File: src/cms_pkg.sv
// ----------------------------------------------------------------------------
// cms_pkg: shared types, constants and helpers for the circular motion step
// Holds fixed widths, register indexes, the CORDIC arctangent table, the
// sequencer state types and the 32-bit saturation helper.
// ----------------------------------------------------------------------------
`default_nettype none

package cms_pkg;

    // Default CORDIC stage count (8 to 32)
    localparam int CMS_CORDIC_STAGES = 16;

    // Fixed datapath widths
    localparam int DATA_W    = 32;
    localparam int DT_W      = 16;
    localparam int RADIUS_W  = 31;
    localparam int CORDIC_W  = 34;
    localparam int MUL_W     = 34;
    localparam int PROD_W    = 2 * MUL_W;
    localparam int OFF_W     = 34;
    localparam int SAT_W     = 40;
    localparam int CFG_IDX_W = 3;
    localparam int ATAN_W    = 30;
    localparam int ATAN_N    = 32;
    localparam int ATAN_IDX_W = 5;

    // Configuration register indexes
    localparam logic [CFG_IDX_W-1:0] REG_CENTER_X    = 3'd0;
    localparam logic [CFG_IDX_W-1:0] REG_CENTER_Y    = 3'd1;
    localparam logic [CFG_IDX_W-1:0] REG_PATH_RADIUS = 3'd2;
    localparam logic [CFG_IDX_W-1:0] REG_OMEGA_START = 3'd3;
    localparam logic [CFG_IDX_W-1:0] REG_ANG_ACCEL   = 3'd4;

    // Reset value of the path radius: 1.0 in Q16.16
    localparam logic [RADIUS_W-1:0] RADIUS_RESET = 31'd65536;

    // CORDIC start magnitude (gain limit in Q2.30) and 2*pi in Q3.29
    localparam logic signed [CORDIC_W-1:0] CORDIC_GAIN = 34'sd652032874;
    localparam logic [DATA_W-1:0] TWO_PI_Q29 = 32'd3373259426;

    // Quarter turn limits in binary angle units
    localparam logic signed [DATA_W-1:0] QTR_POS = 32'sh4000_0000;
    localparam logic signed [DATA_W-1:0] QTR_NEG = 32'shC000_0000;
    localparam logic [DATA_W-1:0] HALF_TURN = 32'h8000_0000;

    // atan(2^-i) in binary angle units, rounded
    localparam logic [ATAN_W-1:0] ATAN_TAB [ATAN_N] = '{
        30'd536870912, 30'd316933406, 30'd167458907, 30'd85004756,
        30'd42667331,  30'd21354465,  30'd10679838,  30'd5340245,
        30'd2670163,   30'd1335087,   30'd667544,    30'd333772,
        30'd166886,    30'd83443,     30'd41722,     30'd20861,
        30'd10430,     30'd5215,      30'd2608,      30'd1304,
        30'd652,       30'd326,       30'd163,       30'd81,
        30'd41,        30'd20,        30'd10,        30'd5,
        30'd3,         30'd1,         30'd1,         30'd0
    };

    // CORDIC unit states
    typedef enum logic [1:0] {
        CS_IDLE,
        CS_ROT,
        CS_FIN
    } cms_cordic_state_t;

    // Top level sequencer states
    typedef enum logic [3:0] {
        ST_IDLE,
        ST_DTSQ,
        ST_D1,
        ST_D2,
        ST_DR,
        ST_RATE,
        ST_CSTART,
        ST_CWAIT,
        ST_OX,
        ST_OY,
        ST_PX,
        ST_PY,
        ST_VY,
        ST_VX,
        ST_DONE
    } cms_state_t;

    // Request to the CORDIC unit
    typedef struct packed {
        logic              start;
        logic [DATA_W-1:0] angle;
    } cms_cordic_req_t;

    // Status and results from the CORDIC unit
    typedef struct packed {
        logic                       done;
        logic signed [CORDIC_W-1:0] cos_v;
        logic signed [CORDIC_W-1:0] sin_v;
    } cms_cordic_res_t;

    // Clamp a wide signed value to 32-bit signed
    function automatic logic signed [DATA_W-1:0] sat32(input logic signed [SAT_W-1:0] v);
        logic signed [DATA_W-1:0] r;
        if (v > 40'sh00_7FFF_FFFF) begin
            r = 32'sh7FFF_FFFF;
        end else if (v < 40'shFF_8000_0000) begin
            r = 32'sh8000_0000;
        end else begin
            r = v[DATA_W-1:0];
        end
        return r;
    endfunction

endpackage

`default_nettype wire

File: src/cms_mul.sv
// ----------------------------------------------------------------------------
// cms_mul: shared signed multiplier
// One 34x34 signed multiply per cycle, product registered when enabled.
// ----------------------------------------------------------------------------
`default_nettype none

module cms_mul import cms_pkg::*; (
    input  logic                     aclk,
    input  logic                     en,
    input  logic signed [MUL_W-1:0]  op_a,
    input  logic signed [MUL_W-1:0]  op_b,
    output logic signed [PROD_W-1:0] prod
);

    logic signed [PROD_W-1:0] prod_reg;

    // Product register, holds while not enabled
    always_ff @(posedge aclk) begin
        if (en) begin
            prod_reg <= op_a * op_b;
        end
    end

    assign prod = prod_reg;

endmodule

`default_nettype wire

File: config.mk
export PLATFORM = sky130hd
export DESIGN_NAME = cms_mul
export DESIGN_NICKNAME = d
export VERILOG_FILES = /design/src/cms_pkg.sv /design/src/cms_mul.sv
export SDC_FILE = /design/constraint.sdc
export NUM_CORES = 2
export LEC_CHECK = 0
export BUFFER_PORTS_ARGS = -buffer_cell sky130_fd_sc_hd__buf_4
export CORE_MARGIN = 3
export CORE_UTILIZATION = 35
export CTS_CLUSTER_SIZE = 8
export DETAILED_ROUTE_END_ITERATION = 8
export PLACE_DENSITY = 0.59
export SLEW_MARGIN = 0
export SYNTH_ARGS = -nofsm -noshare
export SYNTH_HDL_FRONTEND = slang
export SYNTH_SLANG_ARGS = --single-unit
File: constraint.sdc
create_clock -name aclk -period 8.26 [get_ports aclk]
set_input_delay 1.239 -clock aclk [delete_from_list [all_inputs] [get_ports aclk]]
set_output_delay 1.239 -clock aclk [all_outputs]
set_load 0.03 [all_outputs]
======== Word level (Yosys, flattened, before mapping) ========
Cells that the tools add are included.
word-level totals
  flip-flop bits (word level) ............. 68
  input bits .............................. 70
  output and inout port bits .............. 68
  logic and storage cells ................. 2
cells by class
  $mul .................................... 1
operators by type and width
  cell                          number
  multiplier 34 x 34 -> 68 bit  1

======== Depth between registers and ports, before layout ========
  word-level depth ........................ 1
  mapped depth ............................ 31
  gate-level depth less buffers ........... 29

======== Worst setup path after synthesis ========
No wires, ideal clock.
  kind .................................... input to register
  start ................................... in op_a[33]
  end ..................................... reg prod_reg[65], in the netlist prod[65], data pin
  library setup time ...................... 0.263 ns
  arrival ................................. 8.601 ns
  required time ........................... 7.997 ns
  path slack .............................. -0.604 ns
  cell stages on the path ................. 24
  path buffers ............................ 2
  cell sequence ........................... clkbuf_1 nand2_1 inv_1 fa_1 fa_1 fa_1 fa_1 inv_1 fa_1 fa_1 fa_1 fa_1 inv_1 ha_1 clkdlybuf4s50_2 nand3_1 or2_2 nor2_1 a221oi_1 o21ai_0 a31oi_2 nor2_2 o41ai_2 xnor2_1
between the ends
  longest elaborated chain between the ends .. 1
RTL lines
  element                       line           source
  from (decl)                   cms_mul.sv:10  input logic signed [MUL_W-1:0] op_a,
  multiplier 34 x 34 -> 68 bit  cms_mul.sv:20  prod_reg <= op_a * op_b;
  to (signal assigned)          cms_mul.sv:20
  to (decl)                     cms_mul.sv:15  logic signed [PROD_W-1:0] prod_reg;
Every way passes these cells.
A chain may end at the register's enable or synchronous reset.

======== Worst setup path after layout ========
  start ................................... in op_b[3]
  end ..................................... reg prod_reg[64], in the netlist prod[64], data pin
between the ends
  longest elaborated chain between the ends .. 1
RTL lines
  element                       line           source
  from (decl)                   cms_mul.sv:11  input logic signed [MUL_W-1:0] op_b,
  multiplier 34 x 34 -> 68 bit  cms_mul.sv:20
Every way passes these cells.

==> results.yml <==
status:
  status: "completed"
yosys:
  synth_seq_cells: 68
  ys.flop_type: "edfxtp_1"
  synth.most_common_cell: "fa_1"
  ys_warn_count: 0
  synth-async-reset-ratio_pct: 0
  synth_top_area_share_pct: 56.84
  synth.distinct_cells: 69
  syn_area_sq_um: 43710
  yosysTopAreaCell: "fa_1"
  synthTopCellsByArea: "fa_1, inv_1, and2_1"
  synth_area_per_cell_sq_um: 9.598
  synth_common_cells: "fa_1, inv_1, and2_1"
  ys_seq_area_share_pct: 4.672
  synthesis.nets: 6069
  synth_edf_count: 68
  synth_cells: 4554
clock_tree:
  cts_root_buffer: "clkbuf_16"
  clock_path_buffers: 2
  cts_sinks: 68
  numCtsBuffers: 9
  htreeDepth: 3
  holdBufCountCts: 0
  cts_tree: "yes"
  clk_pin_slew_ns: 0.07
critical_path:
  path_buf_inv: 8
  cp_common_cell: "fa_1"
  path_class: "in -> reg"
  critPathSlowestCell: "fa_1"
  max_stage_delay_ns: 0.55
  crit_family: "adder cells"
  cp-end-kind: "flip-flop"
  crit_fanout: 5
  worstPathArrival_ns: 8.34
  startpoint_type: "input pin"
  required_ns: 8.41
  crit_start: "op_b[3]"
placed_design:
  dp_hpwl_mm: 106.8
  dpl_worst_slack_ns: -0.7946
  gp_congestion: 0.8843
  portBuffers: 137
  place_area_sq_um: 49740
timing:
  fin_ws_ns: 0.06673
  hold_viol: 0
  period_share_pct: 99.19
  maxSlewHeadroom_pct: 56.23
  final_max_slew_viol_count: 0
  rsz0062_at_grt: "yes"
  final-setup-viol-count: 0
  period_needed_ns: 8.193
  fmax_mhz: 122.1
  worst_pin_slew_ns: 0.6565
  setup_tns_ns: 0
global_routing:
  grt_pass1_wl_mm: 192.9
  grt_max_degree: 46
  antenna_found_initial: 9
  grtUsageTotal_pct: 19.21
  overflow: 0
  grt_pass1_vias: 34840
finish:
  register_area_sq_um: 2042
  final_nets: 6474
  largest_reg_flops: 68
  syn2layout_area_growth_pct: 17.16
  fillers: 12210
  multi_input_area_sq_um: 36820
  drive_above_1_share_pct: 16.28
  fin_area_sq_um: 51210
floorplan:
  num_io_pins: 138
  dieArea_sq_um: 129200
  placementRows: 129
  die_h_um: 359.4
  die_x_um: 359.4
  start_util_pct: 35.31
  coreArea_sq_um: 123800
job:
  maxCapViolCount: 0
routing:
  num_vias: 31010
  drtAntennaViolNets: 0
  drc: 0
  first_pass_iters: 5
  drt-total-wl_mm: 120.0
  post_drt_via_cell_ratio: 4.694
  drt_iter0_drc: 1593
  wl_per_cell_um: 18.17
hold_path:
  hold_class: "in -> reg"
  min_from: "en"
[timing repair]
item                                    CTS  global route
endpoints found under the setup margin   16            25
resized for setup                        29           212
setup buffers                             3            16
cloned                                    0             2
pin swaps                                25           103
[placed cells by master (no fill, tap or decap), drive strengths merged, types with 56 or more instances in the layout]
| cell | Yosys | routed |
|---|---|---|
| nand2 | 542 | 542 |
| fa | 1241 | 1241 |
| a21oi | 63 | 63 |
| inv | 1231 | 1235 |
| and2 | 623 | 623 |
| xnor2 | 56 | 56 |
| nor2 | 56 | 56 |
| edfxtp | 68 | 68 |
| buf | 9 | 620 |
| ha | 204 | 204 |
[layer usage]
| metal | routed length, um | GRT usage [%] |
|---|---|---|
| met2 | 65180 | 36.04 |
| met3 | 4272 | 1.967 |
| met4 | 4773 | 6.335 |
| met5 | 34 | 0 |
| met1 | 45730 | 22.87 |
[per-stage QoR]
stage / utilization [%] / hold WS [ns] / instances
after floorplan: - / 1.352 / 4554
after global placement: 40.18 / 1.689 / 6565
after detailed placement: 40.18 / 1.687 / 6565
after CTS: 40.55 / 1.249 / 6584
after global routing: 41.36 / 1.276 / 6602
final: 41.36 / 1.280 / 6605
[path summary, 6_finish.rpt]
path	end	cells after the start	slack (ns)
worst max-delay path	prod[64]$_DFFE_PP_	28	0.07
worst min-delay path	prod[59]$_DFFE_PP_	1	1.28
[cells by family after synthesis]
family	after synthesis	synth area share, %
buf+inv	1460	12.64
fa+ha+maj	1445	62.68
simple gates	1296	15.13
compound gates	206	3.295
xor+xnor	79	1.583
flops	68	4.672
[final cells by class]
cell class	instances	area share [%]
Multi-Input combinational cell	3026	71.91
Timing Repair Buffer	622	10.45
Inverter	1232	9.031
Tap cell	1637	4.000
Sequential cell	68	3.988
Clock buffer	9	0.4398
Clock inverter	7	0.1613
Antenna cell	4	0.01955
Power is left out: the tool's default activity adds up to more than one toggle a clock period on the data nets, which glitch-free logic cannot reach.
