## config.mk

```make
export PLATFORM = sky130hd
export DESIGN_NAME = cms_cordic
export DESIGN_NICKNAME = d
export VERILOG_FILES = /design/src/cms_pkg.sv /design/src/cms_cordic.sv
export SDC_FILE = /design/constraint.sdc
export NUM_CORES = 1
export LEC_CHECK = 0
export ABC_AREA = 1
export ABC_CLOCK_PERIOD_IN_PS = 17410
export BUFFER_PORTS_ARGS = -buffer_cell sky130_fd_sc_hd__buf_2
export CAP_MARGIN = 20
export CORE_MARGIN = 2
export CORE_UTILIZATION = 60
export CTS_BUF_LIST = sky130_fd_sc_hd__clkbuf_4
export DETAILED_ROUTE_END_ITERATION = 12
export PLACE_DENSITY_LB_ADDON = 0.15
export SETUP_SLACK_MARGIN = 0.3
export SYNTH_ARGS = -nofsm -noshare
export SYNTH_HDL_FRONTEND = slang
export SYNTH_SLANG_ARGS = --single-unit
```

## constraint.sdc

```tcl
create_clock -name aclk -period 17.41 [get_ports aclk]
set_input_delay 3.482 -clock aclk [delete_from_list [all_inputs] [get_ports aclk]]
set_output_delay 3.482 -clock aclk [all_outputs]
set_load 0.02 [all_outputs]
```

## src/cms_pkg.sv

```systemverilog
// ----------------------------------------------------------------------------
// cms_pkg: shared types, constants and helpers for the circular motion step
// Holds fixed widths, register indexes, the CORDIC arctangent table, the
// sequencer state types and the 32-bit saturation helper.
// ----------------------------------------------------------------------------
`default_nettype none

package cms_pkg;

    // Default CORDIC stage count (8 to 32)
    localparam int CMS_CORDIC_STAGES = 16;

    // Fixed datapath widths
    localparam int DATA_W    = 32;
    localparam int DT_W      = 16;
    localparam int RADIUS_W  = 31;
    localparam int CORDIC_W  = 34;
    localparam int MUL_W     = 34;
    localparam int PROD_W    = 2 * MUL_W;
    localparam int OFF_W     = 34;
    localparam int SAT_W     = 40;
    localparam int CFG_IDX_W = 3;
    localparam int ATAN_W    = 30;
    localparam int ATAN_N    = 32;
    localparam int ATAN_IDX_W = 5;

    // Configuration register indexes
    localparam logic [CFG_IDX_W-1:0] REG_CENTER_X    = 3'd0;
    localparam logic [CFG_IDX_W-1:0] REG_CENTER_Y    = 3'd1;
    localparam logic [CFG_IDX_W-1:0] REG_PATH_RADIUS = 3'd2;
    localparam logic [CFG_IDX_W-1:0] REG_OMEGA_START = 3'd3;
    localparam logic [CFG_IDX_W-1:0] REG_ANG_ACCEL   = 3'd4;

    // Reset value of the path radius: 1.0 in Q16.16
    localparam logic [RADIUS_W-1:0] RADIUS_RESET = 31'd65536;

    // CORDIC start magnitude (gain limit in Q2.30) and 2*pi in Q3.29
    localparam logic signed [CORDIC_W-1:0] CORDIC_GAIN = 34'sd652032874;
    localparam logic [DATA_W-1:0] TWO_PI_Q29 = 32'd3373259426;

    // Quarter turn limits in binary angle units
    localparam logic signed [DATA_W-1:0] QTR_POS = 32'sh4000_0000;
    localparam logic signed [DATA_W-1:0] QTR_NEG = 32'shC000_0000;
    localparam logic [DATA_W-1:0] HALF_TURN = 32'h8000_0000;

    // atan(2^-i) in binary angle units, rounded
    localparam logic [ATAN_W-1:0] ATAN_TAB [ATAN_N] = '{
        30'd536870912, 30'd316933406, 30'd167458907, 30'd85004756,
        30'd42667331,  30'd21354465,  30'd10679838,  30'd5340245,
        30'd2670163,   30'd1335087,   30'd667544,    30'd333772,
        30'd166886,    30'd83443,     30'd41722,     30'd20861,
        30'd10430,     30'd5215,      30'd2608,      30'd1304,
        30'd652,       30'd326,       30'd163,       30'd81,
        30'd41,        30'd20,        30'd10,        30'd5,
        30'd3,         30'd1,         30'd1,         30'd0
    };

    // CORDIC unit states
    typedef enum logic [1:0] {
        CS_IDLE,
        CS_ROT,
        CS_FIN
    } cms_cordic_state_t;

    // Top level sequencer states
    typedef enum logic [3:0] {
        ST_IDLE,
        ST_DTSQ,
        ST_D1,
        ST_D2,
        ST_DR,
        ST_RATE,
        ST_CSTART,
        ST_CWAIT,
        ST_OX,
        ST_OY,
        ST_PX,
        ST_PY,
        ST_VY,
        ST_VX,
        ST_DONE
    } cms_state_t;

    // Request to the CORDIC unit
    typedef struct packed {
        logic              start;
        logic [DATA_W-1:0] angle;
    } cms_cordic_req_t;

    // Status and results from the CORDIC unit
    typedef struct packed {
        logic                       done;
        logic signed [CORDIC_W-1:0] cos_v;
        logic signed [CORDIC_W-1:0] sin_v;
    } cms_cordic_res_t;

    // Clamp a wide signed value to 32-bit signed
    function automatic logic signed [DATA_W-1:0] sat32(input logic signed [SAT_W-1:0] v);
        logic signed [DATA_W-1:0] r;
        if (v > 40'sh00_7FFF_FFFF) begin
            r = 32'sh7FFF_FFFF;
        end else if (v < 40'shFF_8000_0000) begin
            r = 32'sh8000_0000;
        end else begin
            r = v[DATA_W-1:0];
        end
        return r;
    endfunction

endpackage

`default_nettype wire

```

## src/cms_cordic.sv

```systemverilog
// ----------------------------------------------------------------------------
// cms_cordic: iterative rotation-mode CORDIC
// One micro-rotation per cycle in Q2.30, with a half-turn pre-rotation for
// angles beyond a quarter turn. Results of a pre-rotated angle are negated in the final state.
// ----------------------------------------------------------------------------
`default_nettype none

module cms_cordic import cms_pkg::*; #(
    parameter int CORDIC_STAGES = CMS_CORDIC_STAGES
) (
    input  logic            aclk,
    input  logic            aresetn,
    input  cms_cordic_req_t req,
    output cms_cordic_res_t res
);

    // No more stages than arctangent table entries
    localparam int STAGES_RUN = (CORDIC_STAGES > ATAN_N) ? ATAN_N : CORDIC_STAGES;
    localparam int ITER_W = $clog2(STAGES_RUN);
    localparam logic [ITER_W-1:0] ITER_LAST = ITER_W'(STAGES_RUN - 1);

    cms_cordic_state_t state_reg, state_next;

    logic [ITER_W-1:0]          iter_reg;
    logic signed [CORDIC_W-1:0] x_reg, y_reg, z_reg;
    logic                       flip_reg;

    logic signed [DATA_W-1:0]   ang_in;
    logic signed [DATA_W-1:0]   ang_sel;
    logic                       flip_init;
    logic signed [CORDIC_W-1:0] dx, dy, dz;

    // Quadrant fold: outside a quarter turn, rotate by half a turn
    assign ang_in    = req.angle;
    assign flip_init = (ang_in > QTR_POS) || (ang_in < QTR_NEG);
    assign ang_sel   = flip_init ? (req.angle ^ HALF_TURN) : req.angle;

    // Shifted terms for the current stage
    assign dx = y_reg >>> iter_reg;
    assign dy = x_reg >>> iter_reg;
    assign dz = {{(CORDIC_W - ATAN_W){1'b0}}, ATAN_TAB[ATAN_IDX_W'(iter_reg)]};

    // State register
    always_ff @(posedge aclk) begin
        if (!aresetn) begin
            state_reg <= CS_IDLE;
        end else begin
            state_reg <= state_next;
        end
    end

    // Next state
    always_comb begin
        state_next = state_reg;
        case (state_reg)
            CS_IDLE: begin
                if (req.start) begin
                    state_next = CS_ROT;
                end
            end
            CS_ROT: begin
                if (iter_reg == ITER_LAST) begin
                    state_next = CS_FIN;
                end
            end
            CS_FIN:  state_next = CS_IDLE;
            default: state_next = CS_IDLE;
        endcase
    end

    // Rotation datapath
    always_ff @(posedge aclk) begin
        case (state_reg)
            CS_IDLE: begin
                if (req.start) begin
                    x_reg    <= CORDIC_GAIN;
                    y_reg    <= '0;
                    z_reg    <= CORDIC_W'(ang_sel);
                    flip_reg <= flip_init;
                    iter_reg <= '0;
                end
            end
            CS_ROT: begin
                if (z_reg >= 0) begin
                    x_reg <= x_reg - dx;
                    y_reg <= y_reg + dy;
                    z_reg <= z_reg - dz;
                end else begin
                    x_reg <= x_reg + dx;
                    y_reg <= y_reg - dy;
                    z_reg <= z_reg + dz;
                end
                iter_reg <= iter_reg + 1'b1;
            end
            CS_FIN: begin
                if (flip_reg) begin
                    x_reg <= -x_reg;
                    y_reg <= -y_reg;
                end
            end
            default: ;
        endcase
    end

    // Done shows during the final cycle; results settle at its end
    assign res.done  = (state_reg == CS_FIN);
    assign res.cos_v = x_reg;
    assign res.sin_v = y_reg;

endmodule

`default_nettype wire

```

# [After elaboration in Yosys (flattened, before gate mapping)]
# Memory sizes are Yosys's and may differ from the RTL's.
# Cells that the tools add are included.
[totals] ff_bits=109 rom_bits=960 elab_cells=57 memories=1
[mem_list] memory="(name not given)" words=32 width=30 read_ports=1 rd_clocked_by_memory_dff=0 write_ports=0 line="cms_cordic.sv:41" rtl="assign dz = {{(CORDIC_W - ATAN_W){1'b0}}, ATAN_TAB[ATAN_IDX_W'(iter_reg)]};"
[classes] add_sub_neg=9 n_lt_le_gt_ge=4 n_eq_ne=6 n_shift=2 mux=19 bitwise_logic=2 n_reduce_logical=8
[op_table] op="34-bit 2-to-1 mux" count=8
[op_table] op="34-bit one-hot mux with 3 select lines" count=2
[op_table] op="34-bit adder" count=2
[op_table] op="34-bit negator" count=2
[op_table] op="34-bit one-hot mux with 2 select lines" count=1
[op_table] op="34-bit by 4-bit >>> shifter with 34-bit output" count=2
[op_table] op="34-bit subtractor" count=2
[op_table] op="30-bit 2-to-1 mux" count=2
[op_table] op="34-bit by 31-bit adder with 34-bit output" count=1
[op_table] op="34-bit by 1-bit greater-or-equal comparator with 1-bit output, second input constant" count=1
[op_table] op="34-bit by 31-bit subtractor with 34-bit output" count=1
[op_table] op="32-bit > comparator, second input constant" count=1
[op_table] op="32-bit by 31-bit less-than comparator with 1-bit output, second input constant" count=1
[op_table] op="32-bit 2-to-1 mux" count=1
[op_table] op="4-bit one-hot mux with 2 select lines" count=1
[op_table] op="6-bit greater-or-equal comparator, second input constant" count=1
[op_table] op="4-bit NOT with 6-bit output" count=1
[op_table] op="2-bit AND reduction" count=3
[op_table] op="4-bit by 1-bit adder with 4-bit output, second input constant" count=1
[op_table] op="4-bit equality test, second input constant" count=1
[op_table] op="2-bit 2-to-1 mux" count=2
[op_table] op="4-bit 2-to-1 mux" count=1
[op_table] op="2-bit inequality test, second input constant" count=2
[op_table] op="2-bit one-hot mux with 2 select lines" count=1
[op_table] op="other kinds (9)" count=9

# [Logic depth before layout (Yosys ltp)]
[logic_depth] ltp_word=7 depth_mapped=34 ltp_nobuf=33

# [Worst setup path after synthesis]
# Ideal clock, no wire load.
[synth_path] path_type="in2reg" startpoint="in req[32] (netlist bit)" endpoint="reg x_reg[0], enable pin" arrival_time_ns=8.139 required_time_ns=16.832 slack_ns=8.693 stages=2 path_cell_list="nor2_1 > nor3_1"
[synth_between] elab_chain_len=2
[synth_rtl] item="start, declared" line="cms_cordic.sv:13" rtl="input cms_cordic_req_t req,"
[synth_rtl] item="2-bit inequality test (no source line)"
[synth_rtl] item="3-bit AND reduction (no source line)"
[synth_rtl] item="end signal, assigned" line="cms_cordic.sv:85" rtl="x_reg <= x_reg - dx;"
[synth_rtl] item="end signal, assigned" line="cms_cordic.sv:89" rtl="x_reg <= x_reg + dx;"
[synth_rtl] item="end signal, assigned" line="cms_cordic.sv:97" rtl="x_reg <= -x_reg;"
[synth_rtl] item="end, declared" line="cms_cordic.sv:25" rtl="logic signed [CORDIC_W-1:0] x_reg, y_reg, z_reg;"
# Every way passes these cells.
# A chain may end at the register's enable or synchronous reset.

# [Final worst setup path]
[layout_path] startpoint="reg iter_reg[1]" endpoint="reg x_reg[28], data pin"
[layout_between] elab_chain_len=4 elab_cells_between_ends=5 classes_between="add/sub: 2; shift: 1; mux: 2"
[layout_rtl] item="start, declared" line="cms_cordic.sv:24" rtl="logic [ITER_W-1:0] iter_reg;"
[layout_rtl] item="start signal, assigned" line="cms_cordic.sv:93" rtl="iter_reg <= iter_reg + 1'b1;"
[layout_rtl] item="34-bit by 4-bit >>> shifter with 34-bit output (*)" line="cms_cordic.sv:39" rtl="assign dx = y_reg >>> iter_reg;"
[layout_rtl] item="34-bit adder / 34-bit subtractor (equally long branches)" line="cms_cordic.sv:89, cms_cordic.sv:85"
[layout_rtl] item="34-bit 2-to-1 mux (*)" line="cms_cordic.sv:84" rtl="if (z_reg >= 0) begin"
[layout_rtl] item="34-bit one-hot mux with 3 select lines (*)" line="cms_cordic.sv:73" rtl="case (state_reg)"
# Every way passes the cells marked *; elsewhere a longest branch is shown, timed or not.

==> flow_summary.yaml <==
run_status:
  status: "completed"
synth:
  post-synth-top-count-cell: "nand2_1"
  synth_top_family_by_area: "simple AND/OR/NAND/NOR gates"
  synth_common_cells: "nand2_1 (781), nand3_1 (378), inv_1 (304)"
  synth-simple-area-share_pct: 39.94
  yosys_warnings: 0
  netlist_area_mm2: 0.01759
  synthCells: 2945
  synth_nets: 3097
  synth-edff-count: 107
  muxShareOfSynthArea_pct: 0
  async_flop_share_pct: 0
  synthXorXnorAreaFrac_pct: 5.328
  synthAdderAreaFrac_pct: 8.450
  syn_avg_cell_area_um2: 5.973
  synth.distinct_cells: 60
  yosysSeqAreaShare_pct: 18.49
  synth-compound-area-share_pct: 17.71
  ys.flop_type: "edfxtp_1"
  yosys-top-cells-area: "edfxtp_1 (18%), nand2_1 (17%), nand3_1 (11%)"
  yosysTopAreaCellShare_pct: 18.27
  synth_largest_area_cell: "edfxtp_1"
  ys_seq_elements: 109
routing:
  drt-initial-drc-count: 2422
  routed_wl_um: 60440
  ant_nets: 0
  dr.pass1.iters: 7
  via_per_inst: 6.094
  vias: 20460
  drc_errors: 0
  routedWlPerCell_um: 18.00
setup_path:
  cp_common_cell: "nand2_1"
  cp.required_ns: 17.73
  start_kind: "flop"
  endpoint_kind: "flop"
  arrival_ns: 5.80
  cp_slowest_cell: "buf_4"
  critPathMaxFanout: 62
  max_stage_delay_ns: 0.57
  path_class: "reg2reg"
timing:
  slew_viol_final: 0
  tns_ns: 0
  fin_skew_ns: 0.02250
  rsz0062_at_grt: "false"
  timing.final.crit_share_pct: 31.49
  finalCriticalPeriod_ns: 5.483
  max_freq_mhz: 182.4
  maxSlewHeadroom_pct: 27.31
  setup_viol: 0
  worst_pin_slew_ns: 1.090
  hold_viol_final: 0
layout:
  drive_gt1_share_pct: 7.739
  layoutNonFillerInstCount: 3357
  syn2layout_area_growth_pct: 4.211
  finalNetCount: 3119
clock_tree:
  cts_resized: 0
  clk_pin_slew_ns: 0.20
  cts_buffer_depth: 2
  cts_tree: "done"
  post_cts_buffers: 0
  cts_buffers: 9
  clockRootBuffer: "clkbuf_4"
  clock_sinks: 109
  ctsHoldBuffers: 0
  cts_htree_levels: 3
  clk_latency_ns: 0.57
placement:
  placed_cells: 3340
  place.gp.congestion: 0.9763
  dp_hpwl_um: 46090
  portBuffers: 103
job:
  max-cap-violations: 0
pwr:
  powerDensity_mw_per_mm2: 166.4
  p_leak_nw: 8.623
  vdd_drop_max_v: 0.00009618
floorplan:
  initial_core_util_pct: 61.12
  core_region_area_mm2: 0.02878
  chipWidth_um: 175.2
  rows: 62
  ios: 104
  fp.dieArea_mm2: 0.03070
  fp.dieH_um: 175.2
min_path:
  worst_hold_path_type: "reg2reg"
global_route:
  grt_pass1_vias: 18130
  grt_max_degree: 76
  grt_pass1_wl_um: 93510
  gr-total-overflow: 0
  grt_antenna_before_repair: 1
  grt_util_all_layers_pct: 38.00
cell families (layout without fill, tap and decap cells):
kind of cell | after synthesis | count (layout)
flops | 109 | 109
buf+inv | 425 | 452
fa+ha+maj | 117 | 117
compound gates | 570 | 570
simple gates | 1617 | 1617
other cells | 0 | 1
xor+xnor | 107 | 107
power breakdown:
group | internal [mW] | switching, mW
clock | 0.0601 | 0.110
combinational | 0.776 | 1.61
sequential | 0.374 | 0.119
total | 1.21 | 1.84
final timing paths:
check                                  from                        end  slack [ns]  cells past startpoint
setup / recovery  iter_reg[1]$_SDFFCE_PN0P_        x_reg[28]$_DFFE_PP_       11.93                     29
hold / removal    state_reg[0]$_SDFFE_PN0P_  state_reg[0]$_SDFFE_PN0P_        0.55                      2
setup reg to reg  iter_reg[1]$_SDFFCE_PN0P_        x_reg[28]$_DFFE_PP_       11.93                     29
hold reg to reg   state_reg[0]$_SDFFE_PN0P_  state_reg[0]$_SDFFE_PN0P_        0.55                      2
layout by cell type, fill, tap and decap left out, types with 3 or more instances in the layout:
cell type,n
a21boi_0,5
a21o_1,13
a21oi_1,253
a221oi_1,3
a31oi_1,33
and2_1,3
buf_2,103
buf_4,19
clkbuf_4,9
edfxtp_1,107
fa_1,3
ha_1,113
inv_1,303
inv_2,8
inv_6,4
nand2_1,781
nand2_2,17
nand3_1,378
nand3_2,3
nand3b_1,6
nand4_1,26
nor2_1,284
nor2_2,8
nor3_1,32
nor3_2,8
nor4_1,31
o211ai_1,12
o21a_1,7
o21ai_0,198
o21ai_1,7
o21ai_2,5
o21bai_1,11
o22ai_1,3
o311ai_0,3
o31ai_1,3
or2_2,32
xnor2_1,37
xor2_1,70
critical path, delay by kind of cell, from the launching register on:
| family | cells | cell delay [ns] |
|---|---|---|
| AOI/OAI and AO/OA | 5 | 0.63 |
| DFF | 1 | 0.44 |
| buffers and inverters | 2 | 0.63 |
| and+or+nand+nor | 20 | 2.97 |
| adders and majority gates | 2 | 0.52 |
metal layers:
layer / vias to the layer above / part of all wire [%] / GRT usage (%)
li1: 9980 / - / -
met1: 9249 / 41 / 49.67
met2: 1076 / 46 / 62.57
met3: 154 / 9.0 / 5.635
met4: 0 / 4.3 / 16.01
met5: - / 0 / 0
final cells by class:
type | count | area [um^2]
clock inverter | 7 | 102.6
inverter | 314 | 1184
fill | 2835 | 10450
multi-input combinational | 2411 | 12580
tap | 384 | 480.5
sequential | 109 | 3253
clock buffer | 9 | 67.56
timing repair buffer | 122 | 658.1
antenna | 1 | 2.502
through the flow:
step                hold slack, ns  instance area, um^2  worst slack, ns  utilization [%]  power (mW)
CTS                         0.5501                18330            11.97            63.69       2.990
global placement            0.5083                18160            12.17            63.09       2.774
global route                0.5994                18330            11.48            63.69       3.334
floorplan                   0.4832                17590            8.693                -       2.243
detailed placement          0.5261                18160            12.08            63.09       2.812
finish                      0.5459                18330            11.93            63.69       3.051
No activity file was read; power rests on OpenSTA's default activity.
